<file path="src/hw/rtl/mpt_pkg.sv">
package mpt_pkg;

  localparam int unsigned NumSides   = 2;
  localparam int unsigned NumRegions = 16;
  localparam int unsigned MaskW      = 32;
  localparam int unsigned CfgIdxW    = 2;

  typedef enum logic [CfgIdxW-1:0] {
    REG_MASK_RIGHT_LOW  = 2'd0,
    REG_MASK_LEFT_LOW   = 2'd1,
    REG_MASK_RIGHT_HIGH = 2'd2,
    REG_MASK_LEFT_HIGH  = 2'd3
  } reg_idx_e;

  typedef struct packed {
    logic [63:0] right_regions;
    logic [63:0] left_regions;
  } in_t;

  typedef struct packed {
    logic single_low;
    logic single_high;
    logic like_pair_low;
    logic like_pair_high;
    logic unlike_pair_low;
    logic unlike_pair_high;
  } out_t;

  // mask applies to the pair-swapped nibble, so bit i meets mask bit i^1
  function automatic logic [3:0] mask_nibble(logic [3:0] b, logic [3:0] m);
    return b & {m[2], m[3], m[0], m[1]};
  endfunction

  // bit0 like, bit1 unlike, bits 3:2 single flags
  function automatic logic [3:0] merge_nibble(logic [3:0] a, logic [3:0] b);
    logic lk;
    logic ul;
    lk = (a[2] & b[2]) | (a[3] & b[3]) | a[0] | b[0];
    ul = (a[2] & b[3]) | (a[3] & b[2]) | a[1] | b[1];
    return {a[3] | b[3], a[2] | b[2], ul, lk};
  endfunction

  function automatic logic [7:0] merge_pair(logic [7:0] a, logic [7:0] b);
    return {merge_nibble(a[7:4], b[7:4]), merge_nibble(a[3:0], b[3:0])};
  endfunction

endpackage

</file>
<file path="src/hw/rtl/muon_pair_trigger_tree_unit.sv">
// Stages advance on their own enables; a word is registered in each in turn.
// Throughput: one word per cycle while out_stall_i is low; three register
// stages: masking, two tree levels, two tree levels plus root decode.
// Reset: all stage valid bits cleared, the four mask registers set to all ones.
module muon_pair_trigger_tree_unit (
  input  logic                         clk_i,
  input  logic                         rst_ni,
  input  mpt_pkg::in_t                 in_i,
  input  logic                         in_valid_i,
  output logic                         in_stall_o,
  output mpt_pkg::out_t                out_o,
  output logic                         out_valid_o,
  input  logic                         out_stall_i,
  input  logic                         cfg_we_i,
  input  logic [mpt_pkg::CfgIdxW-1:0]  cfg_idx_i,
  input  logic [mpt_pkg::MaskW-1:0]    cfg_data_i
);
  import mpt_pkg::*;

  logic [MaskW-1:0] mask_rl_q, mask_ll_q, mask_rh_q, mask_lh_q;

  always_ff @(posedge clk_i or negedge rst_ni) begin
    if (!rst_ni) begin
      mask_rl_q <= '1;
      mask_ll_q <= '1;
      mask_rh_q <= '1;
      mask_lh_q <= '1;
    end else if (cfg_we_i) begin
      case (reg_idx_e'(cfg_idx_i))
        REG_MASK_RIGHT_LOW:  mask_rl_q <= cfg_data_i;
        REG_MASK_LEFT_LOW:   mask_ll_q <= cfg_data_i;
        REG_MASK_RIGHT_HIGH: mask_rh_q <= cfg_data_i;
        REG_MASK_LEFT_HIGH:  mask_lh_q <= cfg_data_i;
        default: ;
      endcase
    end
  end

  // stage enables, a stage moves when empty or when its successor moves
  logic v1_q, v2_q, v3_q;
  logic en1, en2, en3;

  assign en3        = !v3_q || !out_stall_i;
  assign en2        = !v2_q || en3;
  assign en1        = !v1_q || en2;
  assign in_stall_o = !en1;

  // stage 1: masked leaves
  logic [NumRegions-1:0][7:0] s1_d, s1_q;

  always_comb begin
    for (int r = 0; r < NumRegions/NumSides; r++) begin
      s1_d[r] = {mask_nibble(in_i.right_regions[8*r+4 +: 4], mask_rh_q[4*r +: 4]),
                 mask_nibble(in_i.right_regions[8*r   +: 4], mask_rl_q[4*r +: 4])};
      s1_d[r+NumRegions/NumSides] =
                {mask_nibble(in_i.left_regions[8*r+4 +: 4], mask_lh_q[4*r +: 4]),
                 mask_nibble(in_i.left_regions[8*r   +: 4], mask_ll_q[4*r +: 4])};
    end
  end

  // stage 2: tree levels one and two
  logic [7:0][7:0] lvl1;
  logic [3:0][7:0] s2_d, s2_q;

  always_comb begin
    for (int n = 0; n < 8; n++) lvl1[n] = merge_pair(s1_q[2*n], s1_q[2*n+1]);
    for (int n = 0; n < 4; n++) s2_d[n] = merge_pair(lvl1[2*n], lvl1[2*n+1]);
  end

  // stage 3: tree levels three and four, root decode
  logic [1:0][7:0] lvl3;
  logic [7:0]      root;
  out_t            s3_d, s3_q;

  always_comb begin
    for (int n = 0; n < 2; n++) lvl3[n] = merge_pair(s2_q[2*n], s2_q[2*n+1]);
    root                  = merge_pair(lvl3[0], lvl3[1]);
    s3_d.single_low       = |root[3:2];
    s3_d.single_high      = |root[7:6];
    s3_d.like_pair_low    = root[0];
    s3_d.like_pair_high   = root[4];
    s3_d.unlike_pair_low  = root[1];
    s3_d.unlike_pair_high = root[5];
  end

  always_ff @(posedge clk_i or negedge rst_ni) begin
    if (!rst_ni) begin
      v1_q <= 1'b0;
      v2_q <= 1'b0;
      v3_q <= 1'b0;
    end else begin
      if (en1) v1_q <= in_valid_i;
      if (en2) v2_q <= v1_q;
      if (en3) v3_q <= v2_q;
    end
  end

  always_ff @(posedge clk_i) begin
    if (en1 && in_valid_i) s1_q <= s1_d;
    if (en2 && v1_q)       s2_q <= s2_d;
    if (en3 && v2_q)       s3_q <= s3_d;
  end

  assign out_o       = s3_q;
  assign out_valid_o = v3_q;

  a_stall_only_when_full: assert property (@(posedge clk_i) disable iff (!rst_ni)
    in_stall_o |-> (v1_q && v2_q && v3_q))
    else $error("input stalled with a free stage");

  a_stall_from_output: assert property (@(posedge clk_i) disable iff (!rst_ni)
    in_stall_o |-> out_stall_i)
    else $error("input stalled while output is free");

  a_stage_drains: assert property (@(posedge clk_i) disable iff (!rst_ni)
    (v2_q && !out_stall_i) |=> out_valid_o)
    else $error("word lost between tree stages");

endmodule
</file>
<file path="config.mk">
export PLATFORM = sky130hd
export DESIGN_NAME = muon_pair_trigger_tree_unit
export DESIGN_NICKNAME = d
export VERILOG_FILES = /design/src/hw/rtl/mpt_pkg.sv /design/src/hw/rtl/muon_pair_trigger_tree_unit.sv
export SDC_FILE = /design/constraint.sdc
export NUM_CORES = 1
export LEC_CHECK = 0
export ABC_AREA = 1
export BUFFER_PORTS_ARGS = -buffer_cell sky130_fd_sc_hd__buf_2
export CORE_ASPECT_RATIO = 0.9
export CORE_MARGIN = 2
export CORE_UTILIZATION = 38
export CTS_CLUSTER_DIAMETER = 30
export DETAILED_ROUTE_END_ITERATION = 12
export GPL_ROUTABILITY_DRIVEN = 0
export SLEW_MARGIN = 5
export SYNTH_ARGS = -nofsm -noshare
export SYNTH_HDL_FRONTEND = slang
export SYNTH_SLANG_ARGS = --single-unit
</file>
<file path="constraint.sdc">
create_clock -name clk_i -period 6.6 [get_ports clk_i]
set_clock_uncertainty 0.05 [all_clocks]
set_input_delay 1.32 -clock clk_i [delete_from_list [all_inputs] [get_ports clk_i]]
set_output_delay 1.32 -clock clk_i [all_outputs]
set_load 0.01 [all_outputs]
</file>
==> reports/summary.txt <==
status -> complete, no violations
Die H -> 174.1 um
Synth Warn # -> 0
fin. max-slew vios -> 0
Pre-antenna DRT Iters -> 5
antenna viol nets, final -> 0
GRT overflow -> 0
CTS buffer count -> 60
Synth Instances -> 1,233
Layout area overhead -> 28.47%
WHS Path Cells -> 2
final setup vio count -> 0
first-pass GRT wire length -> 45,740 um
Hold Buf Count CTS -> 0
r2r endpoint -> s1_q[86]
Synth area leader -> edfxtp_1
TritonCTS clock tree -> done
share of cells above drive strength 1 -> 28.15%
Worst-Margin Slew -> 819.5 ps
Synth Cell Area -> 12,220 um2
post-route cell area -> 15,700 um2
share of the synthesized area in the top cell type -> 40.79%
Arr. time, crit path -> 2010 ps
vias in the first global route -> 8,759
Skew-Pair Late Insertion Delay -> 570 ps
Final period util -> 51.26%
Die X -> 193.0 um
# port buffers -> 174
Core Region -> 31,810 um2
gr usage total -> 18.02%
RSZ-0062 raised after global routing -> false
crit path max fanout -> 4
H-tree depth -> 2
Ports -> 175
cell row count -> 62
register area share after synthesis -> 68.93%
syn_nets -> 1,400
r2r worst-path depth -> 6
critical path endpoint category -> primary output
average wire per standard cell -> 15.51 um
vias -> 8,742
Final Total Pwr -> 5.907 mW
R2R Setup Slk -> 4130 ps
most common cell after layout, fill and taps aside -> nand2_1
min cycle time layout -> 3383 ps
largest cells by area after synthesis -> edfxtp_1, dfstp_2, nand2_1, o21ai_0, inv_1
CTS resizes -> 0
post-synthesis area per instance -> 9.911 um2
most frequent cells in the layout -> nand2_1, inv_1, buf_2
Netlist cell types -> 13
critical path required time -> 5230 ps
largest net degree at the start of global routing -> 65
Hold Crit Start -> mask_ll_q[9]
Vias/cell -> 4.544
flops & latches, synth -> 297
Reg clk slew, reported paths -> 50 ps
maxcap violations -> 0
dpl cell area -> 13,570 um2
1st-iter DRT viols -> 604
number of setup buffers added after CTS -> 0
final WL -> 29,830 um
hold_ws -> 434.9 ps
final setup margin -> 3217 ps
DP HPWL -> 21,210 um
final hold vios -> 0
Setup WS pre-CTS -> 3069 ps
Hold Path Sink -> mask_ll_q[9]
power density relative to cell area -> 376.2 nW/um2
Final TNS setup -> 0 ps
worst rel slew slack -> 45.37%
crit path kind -> in2out
initial antenna violation count -> 2
CTS sink count -> 297
Clk Tree Root Cell -> clkbuf_16
reg2reg start -> out_valid_o
worst min path class -> reg2reg
Startpoint Class -> input pin
peak supply drop -> 194.0 uV
Layout Nets -> 1,621
die area -> 33,610 um2
Max Fclk -> 0.2956 GHz
Clock Path Buffers -> 3
Leak Pwr -> 7.460 nW
Initial Utilization -> 38.42%
DRC viols -> 0
[metal layers]
layer	vias to the layer above	track usage (%)	wire length, um
met1	4090	24.45	13460
met5	-	0	11
li1	4369	-	-
met3	57	3.755	1567
met4	2	6.660	771
met2	224	28.54	14030
[metrics by stage]
stage / utilization (%) / cells
3_5_place_dp: 42.66 / 1808
6_report: 49.36 / 1924
5_1_grt: 49.35 / 1923
2_1_floorplan: - / 1233
4_1_cts: 49.35 / 1922
3_3_place_gp: 42.66 / 1808
[kinds of logic (layout without fill, tap and decap cells)]
logic type / Yosys count / in the layout / synth area share [%]
buf+inv: 201 / 474 / 6.420
simple gates: 586 / 586 / 18.55
compound gates: 149 / 149 / 6.102
other cells: 0 / 2 / 0
flops: 297 / 297 / 68.93
[worst max-delay path: stages]
cell,delay [ps]
buf_2,70
nand2_1,50
inv_1,80
nand2_1,90
nor2_1,220
buf_2,180
[cells in the mapped netlist, drive strengths merged]
cell type / n
nand2: 417
inv: 177
edfxtp: 166
o21ai: 149
nor2: 138
dfstp: 128
nand3: 24
buf: 12
clkbuf: 12
or2: 5
dfrtp: 3
nand4: 2
[worst max path at each step]
stage	slack, ps	startpoint	end	cells after the start
6_report	3220	out_stall_i	in_stall_o	6
5_1_grt	3130	out_stall_i	in_stall_o	6
4_1_cts	3210	out_stall_i	in_stall_o	6
3_5_place_dp	3070	out_stall_i	s1_q[20]	7
3_3_place_gp	3130	out_stall_i	s1_q[20]	7
2_1_floorplan	1170	out_stall_i	s1_q[0]	5
[state kept, by name (all words and copies together) (netlist names)]
register     cells
mask_lh_q       32
mask_rl_q       32
mask_rh_q       32
s2_q            32
out_o            6
v1_q             1
out_valid_o      1
mask_ll_q       32
s1_q           128
v2_q             1
[where the power goes]
| part | internal, mW | leakage [nW] | total, mW | switching (mW) |
|---|---|---|---|---|
| Combinational | 0.155 | 3.49 | 0.430 | 0.275 |
| Sequential | 2.31 | 2.93 | 2.42 | 0.112 |
| Clock | 2.10 | 1.04 | 3.06 | 0.963 |
[area by class of cell]
cell class	instances	area [um2]
antenna	2	5.005
inverter	177	664.4
timing repair buffer	183	940.9
multi-input combinational	735	3020
tap	416	520.5
clock inverter	37	372.9
sequential	297	8423
fill	2912	16110
clock buffer	77	1753
No activity file was read; power rests on OpenSTA's default activity.
